==> src/sv/assert_macros.svh <==
// Assertion macros shared by the RTL; clk and rst come from the using scope.
`ifndef ASSERT_MACROS_SVH
`define ASSERT_MACROS_SVH

// Same-cycle implication.
`define MCK_ASSERT_IMP(lbl, a, b) \
  lbl: assert property (@(posedge clk) disable iff (rst) (a) |-> (b)) \
    else $error("implication check failed");

// Next-cycle implication.
`define MCK_ASSERT_NXT(lbl, a, b) \
  lbl: assert property (@(posedge clk) disable iff (rst) (a) |=> (b)) \
    else $error("next-cycle check failed");

`endif

==> src/sv/mck_pkg.sv <==
package mck_pkg;

  localparam int CfgIdxW = 2;
  localparam int CfgDataW = 8;

  localparam logic [3:0] DashReset = 4'd3;
  localparam logic [3:0] LetterGapReset = 4'd3;
  localparam logic [4:0] WordGapReset = 5'd6;
  localparam logic [7:0] PauseReset = 8'd50;

  localparam logic [7:0] CharUpperA = 8'h41;
  localparam logic [7:0] CharUpperZ = 8'h5A;
  localparam logic [7:0] CharZero = 8'h30;
  localparam logic [7:0] CharNine = 8'h39;
  localparam logic [7:0] CharSpace = 8'h20;
  localparam logic [7:0] DigitBase = 8'd26;

  typedef enum logic [CfgIdxW-1:0] {
    CFG_DASH,
    CFG_LETTER_GAP,
    CFG_WORD_GAP,
    CFG_PAUSE
  } cfg_idx_t;

  // Microprogram step addresses.
  typedef enum logic [2:0] {
    S_FETCH,
    S_LGAP,
    S_ELEM,
    S_EGAP,
    S_SPACE,
    S_EOMCHK,
    S_PAUSE
  } step_t;

  typedef enum logic [2:0] {
    DUR_ONE,
    DUR_ELEM,
    DUR_LGAP,
    DUR_WGAP,
    DUR_PAUSE
  } dur_sel_t;

  typedef enum logic [1:0] {
    LAST_NEVER,
    LAST_ELEM,
    LAST_NO_EOM,
    LAST_ALWAYS
  } last_sel_t;

  typedef enum logic [1:0] {
    BR_JUMP,
    BR_DISPATCH,
    BR_ELEM,
    BR_EOM
  } branch_t;

  typedef enum logic [1:0] {
    PWL_KEEP,
    PWL_CLASS,
    PWL_CLEAR
  } pwl_op_t;

  typedef struct packed {
    logic      emit;
    logic      level;
    dur_sel_t  dur;
    last_sel_t last_sel;
    branch_t   br;
    pwl_op_t   pwl;
    step_t     target;
  } ucw_t;

  // Morse code: element count and pattern, element 0 in bit 0, 1 = dash.
  typedef struct packed {
    logic [2:0] len;
    logic [4:0] pat;
  } code_t;

  function automatic ucw_t mck_ucode(input step_t step);
    ucw_t cw;
    cw = '{emit: 1'b0, level: 1'b0, dur: DUR_ONE, last_sel: LAST_NEVER,
           br: BR_JUMP, pwl: PWL_KEEP, target: S_FETCH};
    case (step)
      S_FETCH: begin
        cw.br = BR_DISPATCH;
        cw.pwl = PWL_CLASS;
      end
      S_LGAP: begin
        cw.emit = 1'b1;
        cw.dur = DUR_LGAP;
        cw.target = S_ELEM;
      end
      S_ELEM: begin
        cw.emit = 1'b1;
        cw.level = 1'b1;
        cw.dur = DUR_ELEM;
        cw.last_sel = LAST_ELEM;
        cw.br = BR_ELEM;
      end
      S_EGAP: begin
        cw.emit = 1'b1;
        cw.target = S_ELEM;
      end
      S_SPACE: begin
        cw.emit = 1'b1;
        cw.dur = DUR_WGAP;
        cw.last_sel = LAST_NO_EOM;
        cw.target = S_EOMCHK;
      end
      S_EOMCHK: begin
        cw.br = BR_EOM;
      end
      S_PAUSE: begin
        cw.emit = 1'b1;
        cw.dur = DUR_PAUSE;
        cw.last_sel = LAST_ALWAYS;
        cw.pwl = PWL_CLEAR;
      end
      default: begin
        cw.target = S_FETCH;
      end
    endcase
    return cw;
  endfunction

  function automatic code_t mck_code(input logic [5:0] idx);
    code_t c;
    case (idx)
      6'd0:  c = '{3'd2, 5'b00010};
      6'd1:  c = '{3'd4, 5'b00001};
      6'd2:  c = '{3'd4, 5'b00101};
      6'd3:  c = '{3'd3, 5'b00001};
      6'd4:  c = '{3'd1, 5'b00000};
      6'd5:  c = '{3'd4, 5'b00100};
      6'd6:  c = '{3'd3, 5'b00011};
      6'd7:  c = '{3'd4, 5'b00000};
      6'd8:  c = '{3'd2, 5'b00000};
      6'd9:  c = '{3'd4, 5'b01110};
      6'd10: c = '{3'd3, 5'b00101};
      6'd11: c = '{3'd4, 5'b00010};
      6'd12: c = '{3'd2, 5'b00011};
      6'd13: c = '{3'd2, 5'b00001};
      6'd14: c = '{3'd3, 5'b00111};
      6'd15: c = '{3'd4, 5'b00110};
      6'd16: c = '{3'd4, 5'b01011};
      6'd17: c = '{3'd3, 5'b00010};
      6'd18: c = '{3'd3, 5'b00000};
      6'd19: c = '{3'd1, 5'b00001};
      6'd20: c = '{3'd3, 5'b00100};
      6'd21: c = '{3'd4, 5'b01000};
      6'd22: c = '{3'd3, 5'b00110};
      6'd23: c = '{3'd4, 5'b01001};
      6'd24: c = '{3'd4, 5'b01101};
      6'd25: c = '{3'd4, 5'b00011};
      6'd26: c = '{3'd5, 5'b11111};
      6'd27: c = '{3'd5, 5'b11110};
      6'd28: c = '{3'd5, 5'b11100};
      6'd29: c = '{3'd5, 5'b11000};
      6'd30: c = '{3'd5, 5'b10000};
      6'd31: c = '{3'd5, 5'b00000};
      6'd32: c = '{3'd5, 5'b00001};
      6'd33: c = '{3'd5, 5'b00011};
      6'd34: c = '{3'd5, 5'b00111};
      6'd35: c = '{3'd5, 5'b01111};
      default: c = '{3'd1, 5'b00000};
    endcase
    return c;
  endfunction

endpackage

==> src/sv/mck_in_if.sv <==
interface mck_in_if;
  logic       valid;
  logic       ready;
  logic [7:0] character;
  logic       end_of_message;

  modport source(output valid, character, end_of_message, input ready);
  modport sink(input valid, character, end_of_message, output ready);
endinterface

==> src/sv/mck_out_if.sv <==
interface mck_out_if;
  logic       valid;
  logic       ready;
  logic       level;
  logic [7:0] duration_units;
  logic       last;

  modport source(output valid, level, duration_units, last, input ready);
  modport sink(input valid, level, duration_units, last, output ready);
endinterface

==> src/sv/mck_cfg_if.sv <==
interface mck_cfg_if;
  logic                        valid;
  logic                        ready;
  logic [mck_pkg::CfgIdxW-1:0]  index;
  logic [mck_pkg::CfgDataW-1:0] data;

  modport source(output valid, index, data, input ready);
  modport sink(input valid, index, data, output ready);
endinterface

==> src/sv/morse_code_keyer.sv <==
// Morse keyer: takes one ASCII character per transaction on chars (A-Z, 0-9 and
// space are recognized, anything else is dropped) and sends key segments on segs,
// each a level, a duration in dot units and a last mark on the final segment of
// that character. A microprogram of seven control words, stepped one word per
// clock while segs does not stall an emitting word and, at fetch, a character
// is waiting, drives the datapath; an end-of-message flag adds a pause segment.
// A new character is taken only when the sequencer is back at its fetch step.
// The four timing registers are written through cfg, which is always ready.
`include "assert_macros.svh"

module morse_code_keyer (
  input  logic        clk,
  input  logic        rst,
  mck_in_if.sink      chars,
  mck_out_if.source   segs,
  mck_cfg_if.sink     cfg
);

  // Timing registers.
  logic [3:0] dash_units;
  logic [3:0] letter_gap_units;
  logic [4:0] word_gap_units;
  logic [7:0] pause_units;

  // Sequencer and datapath state.
  mck_pkg::step_t step, step_next;
  mck_pkg::ucw_t  cw;
  logic           adv;
  logic           out_free;
  logic           prev_was_letter;
  logic           eom;
  logic [4:0]     pat;
  logic [2:0]     cnt;

  // Character decode, used only on the fetch step.
  logic           is_alpha, is_digit, is_letter, is_space;
  logic [5:0]     tbl_idx;
  mck_pkg::code_t code;

  // Segment about to be issued.
  logic       seg_level;
  logic [7:0] seg_dur;
  logic       seg_last;

  assign cfg.ready = 1'b1;

  always_ff @(posedge clk) begin
    if (rst) begin
      dash_units <= mck_pkg::DashReset;
      letter_gap_units <= mck_pkg::LetterGapReset;
      word_gap_units <= mck_pkg::WordGapReset;
      pause_units <= mck_pkg::PauseReset;
    end else if (cfg.valid) begin
      case (mck_pkg::cfg_idx_t'(cfg.index))
        mck_pkg::CFG_DASH:       dash_units <= cfg.data[3:0];
        mck_pkg::CFG_LETTER_GAP: letter_gap_units <= cfg.data[3:0];
        mck_pkg::CFG_WORD_GAP:   word_gap_units <= cfg.data[4:0];
        mck_pkg::CFG_PAUSE:      pause_units <= cfg.data;
        default: ;
      endcase
    end
  end

  // Classify the incoming character and look up its code.
  always_comb begin
    is_alpha = (chars.character >= mck_pkg::CharUpperA) &&
               (chars.character <= mck_pkg::CharUpperZ);
    is_digit = (chars.character >= mck_pkg::CharZero) &&
               (chars.character <= mck_pkg::CharNine);
    is_letter = is_alpha || is_digit;
    is_space = (chars.character == mck_pkg::CharSpace);
    if (is_alpha) begin
      tbl_idx = 6'(chars.character - mck_pkg::CharUpperA);
    end else begin
      tbl_idx = 6'(chars.character - mck_pkg::CharZero + mck_pkg::DigitBase);
    end
    code = mck_pkg::mck_code(tbl_idx);
  end

  // Fetch the control word for the current step.
  assign cw = mck_pkg::mck_ucode(step);
  assign out_free = !segs.valid || segs.ready;
  assign chars.ready = (step == mck_pkg::S_FETCH);

  // Next step: hold until the step can complete, then branch.
  always_comb begin
    step_next = step;
    if (step == mck_pkg::S_FETCH) begin
      adv = chars.valid;
    end else if (cw.emit) begin
      adv = out_free;
    end else begin
      adv = 1'b1;
    end
    if (adv) begin
      case (cw.br)
        mck_pkg::BR_JUMP: begin
          step_next = cw.target;
        end
        mck_pkg::BR_DISPATCH: begin
          if (is_letter) begin
            step_next = prev_was_letter ? mck_pkg::S_LGAP : mck_pkg::S_ELEM;
          end else if (is_space) begin
            step_next = mck_pkg::S_SPACE;
          end else begin
            step_next = mck_pkg::S_EOMCHK;
          end
        end
        mck_pkg::BR_ELEM: begin
          // Loop back through an element gap while elements remain.
          step_next = (cnt != 3'd1) ? mck_pkg::S_EGAP : mck_pkg::S_EOMCHK;
        end
        mck_pkg::BR_EOM: begin
          step_next = eom ? mck_pkg::S_PAUSE : mck_pkg::S_FETCH;
        end
        default: begin
          step_next = mck_pkg::S_FETCH;
        end
      endcase
    end
  end

  // Segment fields selected by the control word.
  always_comb begin
    seg_level = cw.level;
    case (cw.dur)
      mck_pkg::DUR_ONE:   seg_dur = 8'd1;
      mck_pkg::DUR_ELEM:  seg_dur = pat[0] ? {4'd0, dash_units} : 8'd1;
      mck_pkg::DUR_LGAP:  seg_dur = {4'd0, letter_gap_units};
      mck_pkg::DUR_WGAP:  seg_dur = {3'd0, word_gap_units};
      mck_pkg::DUR_PAUSE: seg_dur = pause_units;
      default:            seg_dur = 8'd0;
    endcase
    case (cw.last_sel)
      mck_pkg::LAST_NEVER:  seg_last = 1'b0;
      mck_pkg::LAST_ELEM:   seg_last = (cnt == 3'd1) && !eom;
      mck_pkg::LAST_NO_EOM: seg_last = !eom;
      mck_pkg::LAST_ALWAYS: seg_last = 1'b1;
      default:              seg_last = 1'b0;
    endcase
  end

  always_ff @(posedge clk) begin
    if (rst) begin
      step <= mck_pkg::S_FETCH;
      prev_was_letter <= 1'b0;
    end else begin
      step <= step_next;
      if (adv) begin
        case (cw.pwl)
          mck_pkg::PWL_CLASS: begin
            // Letter sets the flag, space clears it, anything else keeps it.
            if (is_letter) begin
              prev_was_letter <= 1'b1;
            end else if (is_space) begin
              prev_was_letter <= 1'b0;
            end
          end
          mck_pkg::PWL_CLEAR: prev_was_letter <= 1'b0;
          default: ;
        endcase
      end
    end
  end

  // Latch the character on fetch; advance the element shifter per element.
  always_ff @(posedge clk) begin
    if (adv && step == mck_pkg::S_FETCH) begin
      eom <= chars.end_of_message;
      pat <= code.pat;
      cnt <= code.len;
    end else if (adv && step == mck_pkg::S_ELEM) begin
      pat <= pat >> 1;
      cnt <= cnt - 3'd1;
    end
  end

  // Output register: load a segment when the emitting step completes.
  always_ff @(posedge clk) begin
    if (rst) begin
      segs.valid <= 1'b0;
    end else if (adv && cw.emit) begin
      segs.valid <= 1'b1;
    end else if (segs.ready) begin
      segs.valid <= 1'b0;
    end
  end

  always_ff @(posedge clk) begin
    if (adv && cw.emit) begin
      segs.level <= seg_level;
      segs.duration_units <= seg_dur;
      segs.last <= seg_last;
    end
  end

  // Hold a stalled segment until it is taken.
  `MCK_ASSERT_NXT(a_hold, segs.valid && !segs.ready, segs.valid && $stable(segs.duration_units))
  // Element steps always have an element left to send.
  `MCK_ASSERT_IMP(a_elem_count, step == mck_pkg::S_ELEM, cnt != 3'd0)
  // The pause ends the message, so no letter gap carries into the next one.
  `MCK_ASSERT_NXT(a_pause_clears, step == mck_pkg::S_PAUSE && adv, !prev_was_letter)

endmodule

==> src/flat_wrapper.sv <==
// flat-port wrapper written by rule: the top's interface ports become plain ports
module morse_code_keyer_flat 
  (clk, rst, chars_valid, chars_character, chars_end_of_message, chars_ready, segs_valid, segs_level, segs_duration_units, segs_last, segs_ready, cfg_valid, cfg_index, cfg_data, cfg_ready);
  mck_in_if chars_i ();
  mck_out_if segs_i ();
  mck_cfg_if cfg_i ();
  input  logic clk;
  input  logic rst;
  input wire logic [$bits(chars_i.valid)-1:0] chars_valid;
  input wire logic [$bits(chars_i.character)-1:0] chars_character;
  input wire logic [$bits(chars_i.end_of_message)-1:0] chars_end_of_message;
  output wire logic [$bits(chars_i.ready)-1:0] chars_ready;
  output wire logic [$bits(segs_i.valid)-1:0] segs_valid;
  output wire logic [$bits(segs_i.level)-1:0] segs_level;
  output wire logic [$bits(segs_i.duration_units)-1:0] segs_duration_units;
  output wire logic [$bits(segs_i.last)-1:0] segs_last;
  input wire logic [$bits(segs_i.ready)-1:0] segs_ready;
  input wire logic [$bits(cfg_i.valid)-1:0] cfg_valid;
  input wire logic [$bits(cfg_i.index)-1:0] cfg_index;
  input wire logic [$bits(cfg_i.data)-1:0] cfg_data;
  output wire logic [$bits(cfg_i.ready)-1:0] cfg_ready;
  assign chars_i.valid = chars_valid;
  assign chars_i.character = chars_character;
  assign chars_i.end_of_message = chars_end_of_message;
  assign chars_ready = chars_i.ready;
  assign segs_valid = segs_i.valid;
  assign segs_level = segs_i.level;
  assign segs_duration_units = segs_i.duration_units;
  assign segs_last = segs_i.last;
  assign segs_i.ready = segs_ready;
  assign cfg_i.valid = cfg_valid;
  assign cfg_i.index = cfg_index;
  assign cfg_i.data = cfg_data;
  assign cfg_ready = cfg_i.ready;
  morse_code_keyer u_core (.clk(clk), .rst(rst), .chars(chars_i), .segs(segs_i), .cfg(cfg_i));
endmodule
==> config.mk <==
export PLATFORM = sky130hd
export DESIGN_NAME = morse_code_keyer_flat
export DESIGN_NICKNAME = d
export VERILOG_FILES = /design/src/sv/mck_pkg.sv /design/src/sv/mck_in_if.sv /design/src/sv/mck_out_if.sv /design/src/sv/mck_cfg_if.sv /design/src/sv/morse_code_keyer.sv /design/src/flat_wrapper.sv
export VERILOG_INCLUDE_DIRS = /design/src /design/src/sv
export SDC_FILE = /design/constraint.sdc
export NUM_CORES = 1
export LEC_CHECK = 0
export ABC_AREA = 1
export ABC_CLOCK_PERIOD_IN_PS = 5100
export BUFFER_PORTS_ARGS = -buffer_cell sky130_fd_sc_hd__buf_2
export CORE_AREA = 4 4 84 86
export CTS_CLUSTER_SIZE = 30
export DETAILED_ROUTE_END_ITERATION = 8
export DIE_AREA = 0 0 88 90
export GPL_TIMING_DRIVEN = 0
export PLACE_DENSITY_LB_ADDON = 0.25
export SETUP_SLACK_MARGIN = 0.02
export SLEW_MARGIN = 10
export SYNTH_ARGS = -nofsm -noshare
export SYNTH_HDL_FRONTEND = slang
export SYNTH_SLANG_ARGS = --single-unit
==> constraint.sdc <==
create_clock -name clk -period 5.1 [get_ports clk]
set_input_delay 0.255 -clock clk [delete_from_list [all_inputs] [get_ports clk]]
set_output_delay 0.255 -clock clk [all_outputs]
set_load 0.1 [all_outputs]
---- After elaboration in Yosys (flattened, before gate mapping) ----
Memory sizes are Yosys's and may differ from the RTL's.
Index checks and enable logic that the tools add are counted.
storage, ports and cells
  output and inout bits ................... 13
  ROM bits ................................ 512
  memories kept ........................... 1
  flip-flop bits (word level) ............. 45
operators by class
  eq/ne operators ......................... 25
  add/sub/neg operators ................... 4
  reduce and logical (&&, ||, !) cells .... 25
  $lt $le $gt $ge ......................... 4
  mux-type cells .......................... 28
memories
  name             depth  width  read ports  clocked after Yosys merged registers in  write ports  RTL line        text
  (no name shown)  64     8      1           0                                        0            mck_pkg.sv:129  case (idx)
operators with widths
  operator                                                        count
  one-hot mux 8 bit (5 select lines)                              1
  one-hot mux 3 bit (4 select lines)                              2
  2-to-1 mux 3 bit                                                5
  == test 2 bit, second input constant                            7
  == test 3 x 2 -> 1 bit, second input constant                   4
  == test 3 bit, second input constant                            4
  one-hot mux 2 bit (3 select lines)                              2
  2-to-1 mux 5 bit                                                2
  == test 3 x 1 -> 1 bit, second input constant                   3
  2-to-1 mux 1 bit                                                9
  == test 2 x 1 -> 1 bit, second input constant                   4
  == test 8 x 6 -> 1 bit, second input constant                   1
  >= comparator 8 x 6 -> 1 bit, second input constant             1
  >= comparator 8 x 7 -> 1 bit, second input constant             1
  less-or-equal comparator 8 x 6 -> 1 bit, second input constant  1
  less-or-equal comparator 8 x 7 -> 1 bit, second input constant  1
  AND reduction 2 bit                                             4
  adder 6 x 5 -> 6 bit, second input constant                     1
  logical AND 1 bit                                               6
  logical NOT 2 bit                                               3
  logical NOT 3 bit                                               2
  2-to-1 mux 6 bit                                                1
  != test 3 x 1 -> 1 bit, second input constant                   2
  one-hot mux 3 bit (2 select lines)                              1
  14 further kinds                                                18

---- Depth between registers and ports, before layout ----
Gate-level depths: netlist of run 1.
  depth after elaboration ................. 8
  depth in mapped cells ................... 16
  mapped depth without buffers ............ 16

---- Worst setup path after synthesis of run 1 ----
Ideal clock, no wire load.
  path type ............................... reg-to-reg
  from .................................... register u_core.step[0]
  to ...................................... register u_core.cnt[0] (enable)
  cell stages (with the launch flop) ...... 6
  path buffers ............................ 0
  clock period less this slack ............ 3.084 ns
  data required time ...................... 4.716 ns
  library setup time ...................... 0.384 ns
  arrival time ............................ 2.700 ns
  path slack .............................. 2.016 ns
  path through ............................ dfxtp_1 > nor2_1 > inv_1 > nor2_1 > nand2_1 > o21ai_0
between the ends
  elaborated cells between the ends (all ways) .. 13
  classes of those cells .................. eq/ne (5); mux (3); reduce/logical (5)
RTL lines
  what                                  RTL line                                          text
  start, declared                       morse_code_keyer.sv:26                            mck_pkg::step_t step, step_next;
  start signal, assigned                morse_code_keyer.sv:145                           step <= mck_pkg::S_FETCH;
  start signal, assigned                morse_code_keyer.sv:148                           step <= step_next;
  logical NOT 3 bit (*)                 --
  named net chars_ready                 flat_wrapper.sv:12                                output wire logic [$bits(chars_i.ready)-1:0] chars_ready;
  2-to-1 mux 1 bit                      morse_code_keyer.sv:88                            if (step == mck_pkg::S_FETCH) begin
  logical AND 1 bit (on tied branches)  morse_code_keyer.sv:172, morse_code_keyer.sv:168
  nonzero test 2 bit (no line) (*)      --
  end signal, assigned                  morse_code_keyer.sv:171                           cnt <= code.len;
  end signal, assigned                  morse_code_keyer.sv:174                           cnt <= cnt - 3'd1;
  end, declared                         morse_code_keyer.sv:33                            logic [2:0] cnt;
The timed path passes the listed nets; every way through them passes the cells marked *.
A chain may end at the register's enable or synchronous reset.

---- Worst setup path in the final report of run 1 ----
  from .................................... input port chars_character[1]
  to ...................................... register u_core.cnt[1], data pin
between the ends
  word-level cells in the longest chain between the ends .. 5
  elaborated cells between the ends (all ways) .. 9
  classes of those cells .................. add/sub (3); order compare (2); mux (2); reduce/logical (1); memory (1)
RTL lines
  what                                                       RTL line                                        text
  start, declared                                            flat_wrapper.sv:10                              input wire logic [$bits(chars_i.character)-1:0] chars_character;
  subtractor 6 bit, or another cell as far along             morse_code_keyer.sv:75                          tbl_idx = 6'(chars.character - mck_pkg::CharZero + mck_pkg::DigitBase);
  adder 6 x 5 -> 6 bit or logical AND 1 bit (tied branches)  morse_code_keyer.sv:75, morse_code_keyer.sv:66
  2-to-1 mux 6 bit (*)                                       morse_code_keyer.sv:72                          if (is_alpha) begin
  memory (64 x 8 bit) (*)                                    --
  2-to-1 mux 3 bit (*)                                       morse_code_keyer.sv:168                         if (adv && step == mck_pkg::S_FETCH) begin
Mark *: on every way between the ends. The rest lies on a longest branch, timed or not.

==> results.py, run 1 <==
metrics = {
    "critical_path": {
        "worstPathMaxFanout": 9,
        "cp-start-kind": "primary input",
        "cp.required_ns": 5.14,
        "cp.arrival_ns": 2.76,
        "path_class": "in -> reg",
        "crit_path_end_kind": "register",
    },
    "yosys": {
        "avgSynthCellArea_um2": 7.532,
        "ys_async_sr_fraction_pct": 0,
        "synthFlopType": "dfxtp_1",
        "ys_seq_area_share_pct": 35.33,
        "synth-seq-cells": 45,
        "syn_nets": 450,
        "ys_warn_count": 0,
        "synth_area_um2": 3088,
        "yosysUniqueCellTypes": 44,
        "synth_cells": 410,
        "synth_edf_count": 19,
    },
    "floorplanning": {
        "io_pins": 37,
        "row_count": 29,
        "die_y_um": 90,
        "start_util_pct": 49.19,
        "dieArea_um2": 7920,
        "die_w_um": 88,
        "core_um2": 6277,
    },
    "sta": {
        "finalSetupTns_ns": 0,
        "final-hold-violation-count": 0,
        "slew_violations": 0,
        "setup_violations": 0,
        "worst_pin_slew_ns": 1.155,
        "fin_ws_ns": 2.378,
        "finalCriticalPeriod_ns": 2.722,
        "fin_crit_sh_pct": 53.38,
        "fmax_mhz": 367.3,
        "rsz0062_at_grt": "false",
        "fin_skew_ns": 0.006369,
        "slew_headroom_pct": 22.16,
    },
    "drt": {
        "avgViaCountPerCell": 5.291,
        "drc_errors": 0,
        "drt-initial-drc-count": 153,
        "num_vias": 2799,
        "drtAntennaViolNets": 0,
        "wire_per_inst_um": 13.01,
        "totalWireLength_mm": 6.881,
        "drt-pass1-iter-count": 5,
    },
    "global_route": {
        "grt_pass1_wl_mm": 11.70,
        "grt_max_degree": 14,
        "grt_util_all_layers_pct": 17.89,
        "grt_pass1_vias": 2565,
        "grt_overflow": 0,
        "antenna_found_initial": 0,
    },
    "job": {
        "drv_cap": 0,
    },
    "clocking": {
        "cts.sinks": 45,
        "cts_root_buf": "clkbuf_8",
        "postCtsSetupRepairBufs": 0,
        "insertion_delay_ns": 0.30,
        "h-tree-depth": 2,
        "hold_buffers": 0,
        "cts_buffers": 5,
        "cts_tree": "yes",
        "ctsResizeCount": 0,
        "clk_path_buf_depth": 2,
        "path_clk_slew_ns": 0.08,
    },
    "final_layout": {
        "final_core_util_pct": 54.89,
        "nets": 491,
        "drive_gt1_share_pct": 18.58,
        "area_growth_pct": 11.59,
        "n_antenna_cell": 0,
        "fillers": 597,
    },
    "status": {
        "status": "complete, no violations",
    },
    "placement": {
        "dp_hpwl_mm": 5.279,
        "portBuffers": 34,
        "pre_cts_ws_ns": 2.051,
        "gp_congestion": 0.8823,
    },
    "pwr": {
        "power_density_nw_per_um2": 486.9,
        "ir_worst_vdd_mv": 0.4556,
        "p_leak_nw": 1.636,
    },
    "hold_path": {
        "min_path_type": "in -> reg",
    },
}
==> metal layers <==
| layer | up-vias | wire [um] | track usage, % |
|---|---|---|---|
| met5 | - | 0 | 0 |
| met2 | 80 | 3210 | 27.95 |
| li1 | 1427 | - | - |
| met3 | 8 | 373 | 3.108 |
| met1 | 1284 | 3243 | 25.71 |
| met4 | 0 | 53 | 3.708 |
==> final cells by class <==
| type | count | area [um^2] | share of cell area (%) |
|---|---|---|---|
| buffer | 8 | 70.07 | 2.033 |
| clock buffer | 6 | 82.58 | 2.397 |
| clock inverter | 2 | 8.758 | 0.2542 |
| inverter | 60 | 225.2 | 6.536 |
| multi-input combinational | 297 | 1702 | 49.38 |
| sequential | 45 | 1091 | 31.66 |
| tap | 77 | 96.34 | 2.796 |
| timing repair buffer | 34 | 170.2 | 4.938 |
==> worst max-delay path, stage by stage <==
cell	delay [ns]
buf_2	0.13
inv_1	0.20
ha_1	0.25
inv_1	0.09
nor2_2	0.12
nand3_4	0.15
nand3_4	0.19
nand2_1	0.11
nand2_4	0.14
inv_1	0.11
ha_1	0.24
or2_2	0.32
o21ai_0	0.17
a21oi_1	0.09
nand3_1	0.09
o21ai_0	0.10
==> power breakdown <==
group / total [W] / switching, W / internal [W]
sequential: 0.000558 / 0.0000431 / 0.000515
clock: 0.000219 / 0.000111 / 0.000107
combinational: 0.000901 / 0.000700 / 0.000201
total: 0.00168 / 0.000854 / 0.000823
==> logic make-up (layout without fill, tap and decap cells) <==
group / count (synthesis) / in the layout / share of synthesized area [%]
AO/OA/AOI/OAI: 69 / 69 / 12.68
XOR/XNOR: 4 / 4 / 1.135
adder cells (fa/ha/maj): 16 / 16 / 6.483
buffers and inverters: 68 / 110 / 9.562
flip-flops: 45 / 45 / 35.33
other: 1 / 1 / 0.1214
AND/OR/NAND/NOR: 207 / 207 / 34.68
==> worst paths after layout <==
kind	to	start	depth (start not counted)	slack (ns)
hold reg to reg	u_core.word_gap_units[4]	u_core.word_gap_units[4]	2	0.45
setup / recovery	u_core.cnt[1]	chars_character[1]	16	2.38
hold / removal	u_core.eom	chars_end_of_message	1	0.15
setup reg to reg	u_core.cnt[0]	u_core.step[1]	6	2.69
==> synthesized netlist by cell type (2+ instances only) <==
cell	instances	area (um^2)
xor2_1	3	26.28
clkbuf_1	3	11.26
nand2_4	8	90.09
o2111ai_1	2	17.52
nand2_2	8	50.05
dfxtp_1	26	520.5
nand3_4	2	35.03
a21boi_1	4	30.03
nand4_1	12	75.07
nor2_4	3	33.78
nand2_1	86	322.8
inv_1	56	210.2
a31oi_1	3	18.77
o211ai_1	3	22.52
a21oi_1	21	105.1
or2_2	5	31.28
edfxtp_1	19	570.6
nor2_1	34	127.6
nor3_1	6	30.03
nand3b_1	2	15.01
ha_1	16	200.2
o21ai_1	2	10.01
nand3_2	2	20.02
inv_2	3	11.26
nand3_1	34	170.2
o21ai_0	29	145.1
==> cell usage in the layout (no fill, tap or decap), types with 8 or more instances in the layout <==
| cell type | instances |
|---|---|
| nand2_1 | 86 |
| inv_1 | 56 |
| buf_2 | 35 |
| nor2_1 | 34 |
| nand3_1 | 34 |
| o21ai_0 | 29 |
| dfxtp_1 | 26 |
| a21oi_1 | 21 |
| edfxtp_1 | 19 |
| ha_1 | 16 |
| nand4_1 | 12 |
| nand2_2 | 8 |
| nand2_4 | 8 |
==> state kept, by name, summed over array words and instances, names as in the netlist <==
register and flops:
u_core.segs.level 1, u_core.eom 1, u_core.step 3, u_core.word_gap_units 5, u_core.segs.duration_units 8, u_core.segs.last 1
u_core.letter_gap_units 4, u_core.pause_units 8, u_core.dash_units 4, u_core.cnt 3, u_core.prev_was_letter 1, u_core.segs.valid 1
u_core.pat 5
==> metrics by stage <==
step           instances  hold slack [ns]  instance area [um^2]  total power (W)
4_1_cts              529           0.1463                  3446         0.001684
6_report             529           0.1496                  3446         0.001678
3_3_place_gp         521           0.4391                  3354         0.001450
5_1_grt              529           0.1505                  3446         0.001783
3_5_place_dp         521           0.4427                  3354         0.001463
2_1_floorplan        410           0.3241                  3088         0.001301
Note: power is estimated with default switching activity, not from simulation.
==> run 2: changes to the inputs <==
--- a/config.mk
+++ b/config.mk
@@ -6,13 +6,13 @@
 export SDC_FILE = /design/constraint.sdc
 export NUM_CORES = 1
 export LEC_CHECK = 0
-export ABC_AREA = 1
-export ABC_CLOCK_PERIOD_IN_PS = 5100
+export ABC_AREA = 0
+export ABC_CLOCK_PERIOD_IN_PS = 2700
 export BUFFER_PORTS_ARGS = -buffer_cell sky130_fd_sc_hd__buf_2
-export CORE_AREA = 4 4 84 86
+export CORE_AREA = 4 4 83 85
 export CTS_CLUSTER_SIZE = 30
 export DETAILED_ROUTE_END_ITERATION = 8
-export DIE_AREA = 0 0 88 90
+export DIE_AREA = 0 0 87 89
 export GPL_TIMING_DRIVEN = 0
 export PLACE_DENSITY_LB_ADDON = 0.25
 export SETUP_SLACK_MARGIN = 0.02
==> constraint.sdc (replaced) <==
create_clock -name clk -period 2.7 [get_ports clk]
set_input_delay 0.135 -clock clk [delete_from_list [all_inputs] [get_ports clk]]
set_output_delay 0.135 -clock clk [all_outputs]
set_load 0.1 [all_outputs]
==> results.py, run 2 <==
metrics = {
    "status": {
        "status": "complete, no violations",
    },
    "pwr": {
        "power_density_nw_per_um2": 942.4,
        "p_comb_share_pct": 53.7,
        "p_leak_nw": 1.476,
        "seq_power_share_pct": 30.1,
        "internal_power_w": 0.001787,
        "swShare_pct": 47.88,
        "p_sw_w": 0.001641,
        "pwr-share-clk_pct": 16.2,
        "ir_worst_vdd_mv": 1.104,
    },
    "final_layout": {
        "fin_cells": 465,
        "area_growth_pct": 20.52,
        "multi_input_area_um2": 1881,
        "fillers": 552,
        "largestRegisters": "u_core.pause_units x8, u_core.segs.duration_units x8",
        "n_antenna_cell": 0,
        "seq_area_um2": 1091,
        "layout_common_cells": "39 x nor2_1, 34 x buf_2, 27 x nand2_1",
        "final_core_util_pct": 58.62,
        "nets": 427,
        "drive_gt1_share_pct": 23.97,
        "layout_commonest_cell": "nor2_1",
        "fin_area_um2": 3637,
    },
    "drt": {
        "drc_errors": 0,
        "avgViaCountPerCell": 5.873,
        "drtAntennaViolNets": 0,
        "drt-initial-drc-count": 173,
        "wire_per_inst_um": 15.46,
        "drt-pass1-iter-count": 5,
        "num_vias": 2731,
        "totalWireLength_mm": 7.190,
    },
    "clocking": {
        "cts.sinks": 45,
        "cts_root_buf": "clkbuf_8",
        "clk_path_buf_depth": 2,
        "h-tree-depth": 2,
        "cts_tree": "yes",
        "insertion_delay_ns": 0.30,
        "path_clk_slew_ns": 0.08,
        "cts_buffers": 5,
    },
    "yosys": {
        "synthFlopType": "dfxtp_1",
        "yosysUniqueCellTypes": 73,
        "yosys.cell_count.top_type": "nor2_1",
        "yosys-top-cells-count": "39 x nor2_1, 27 x nand2_1, 26 x dfxtp_1",
        "synth_edf_count": 19,
        "avgSynthCellArea_um2": 9.063,
        "synth_top_area_share_pct": 18.91,
        "synth_area_um2": 3018,
        "ys_async_sr_fraction_pct": 0,
        "synth.area.top_cells": "edfxtp_1 19%, dfxtp_1 17%, ha_1 6.6%, nor2_1 4.9%, mux2i_1 4.6%",
        "synth_cells": 333,
        "synth_top_cell_by_area": "edfxtp_1",
        "ys_warn_count": 0,
        "synth-seq-cells": 45,
        "ys_seq_area_share_pct": 36.15,
        "syn_nets": 373,
    },
    "sta": {
        "fin_crit_sh_pct": 97.17,
        "fin_skew_ns": 0.008926,
        "slew_headroom_pct": 41.36,
        "final-hold-violation-count": 0,
        "slew_violations": 0,
        "setup_violations": 0,
        "fmax_mhz": 381.2,
        "worst_pin_slew_ns": 0.8777,
        "finalCriticalPeriod_ns": 2.624,
    },
    "critical_path": {
        "reg2reg_from": "u_core.step[1]",
        "cp.arrival_ns": 2.67,
        "crit_path_end_kind": "register",
        "path_class": "in -> reg",
        "startpoint": "chars_character[0]",
        "cp-endpoint": "u_core.cnt[0]",
        "cp.required_ns": 2.75,
        "cp-start-kind": "primary input",
        "regToRegSetupSlack_ns": 0.40,
        "reg2reg_to": "u_core.cnt[0]",
        "worstPathMaxFanout": 6,
        "reg2regPathDepth": 6,
    },
    "placement": {
        "dp_hpwl_mm": 5.252,
        "gp_congestion": 0.9118,
        "placed_cells_incl_taps": 443,
        "portBuffers": 33,
        "post_dp_cell_area_um2": 3357,
    },
    "job": {
        "drv_cap": 0,
    },
    "floorplanning": {
        "start_util_pct": 48.64,
        "row_count": 29,
        "core_um2": 6205,
        "die_y_um": 89,
        "dieArea_um2": 7743,
        "die_w_um": 87,
        "io_pins": 37,
    },
    "global_route": {
        "grt_pass1_wl_mm": 11.23,
        "grt_max_degree": 15,
        "grt_pass1_vias": 2415,
        "antenna_found_initial": 0,
        "grt_overflow": 0,
        "grt_util_all_layers_pct": 18.04,
    },
    "hold_path": {
        "min_path_type": "in -> reg",
    },
}
-- run 2: logic make-up after synthesis --
family / after synthesis / synth area share (%)
fa+ha+maj: 16 / 6.633
other cells: 1 / 0.1243
compound gates: 92 / 23.84
simple gates: 125 / 21.64
xor+xnor: 5 / 1.451
mux: 15 / 5.099
buf+inv: 34 / 5.058
flops: 45 / 36.15
-- run 2: per-stage QoR --
step / hold slack (ns) / setup slack, ns / power (W) / setup TNS, ns
global placement: 0.3186 / -0.4620 / 0.002830 / -2.496
global route: 0.06445 / -0.004601 / 0.003616 / -0.004601
finish: 0.04820 / 0.07637 / 0.003428 / 0
CTS: 0.009488 / 0.06922 / 0.003402 / 0
detailed placement: 0.3189 / -0.4940 / 0.002839 / -2.708
floorplan: 0.2339 / -0.04375 / 0.002516 / -0.04375
-- run 2: repair_timing --
action	4_1_cts	5_1_grt
gates resized for setup	0	10
hold buffers	0	1
pin swaps	1	5
cloned	0	1
setup endpoints to repair	6	10
setup buffers	3	9
endpoints found under the hold margin	0	1
-- run 2: metal layers --
layer	wire length (um)	vias to the layer above	GRT usage [%]	share of wire [%]
met4	135	0	4.674	1.9
li1	-	1331	-	-
met5	0	-	0	0
met1	2985	1249	22.74	42
met2	3503	135	31.82	49
met3	565	16	3.318	7.9
-- run 2: worst min path at each step --
| stage | from | end | slack [ns] | depth (start not counted) |
|---|---|---|---|---|
| 3_5_place_dp | chars_end_of_message | u_core.eom | 0.32 | 1 |
| 3_3_place_gp | chars_end_of_message | u_core.eom | 0.32 | 1 |
| 2_1_floorplan | chars_end_of_message | u_core.eom | 0.23 | 0 |
| 6_report | cfg_data[5] | u_core.pause_units[5] | 0.05 | 3 |
| 4_1_cts | chars_end_of_message | u_core.eom | 0.009 | 1 |
| 5_1_grt | cfg_data[5] | u_core.pause_units[5] | 0.06 | 3 |
-- run 2: worst max-delay path: stages --
cell	delay [ns]
buf_2	0.14
clkinvlp_4	0.09
ha_4	0.15
or3b_4	0.40
nor3_4	0.24
nor2_4	0.08
buf_6	0.13
xnor2_4	0.23
inv_4	0.10
ha_4	0.19
or3_4	0.37
o311a_1	0.13
o32a_1	0.29
-- run 2: power by group through the flow --
stage                     combinational [W]  clock, W  sequential (W)
after floorplan                    0.000867         0         0.00165
after global placement              0.00178         0         0.00105
after detailed placement            0.00179         0         0.00105
after CTS                           0.00180  0.000567         0.00104
after global routing                0.00197  0.000600         0.00105
final                               0.00184  0.000554         0.00103
-- run 2: cell type report --
type	instances	share of cell area (%)
repair buffers	46	7.465
plain buffers	16	2.339
well taps	77	2.649
multi-input cells	254	51.70
flip-flops and latches	45	30.00
repair inverters	1	0.2064
inverters	18	2.098
clock buffers	6	2.580
clock inverters	2	0.9632
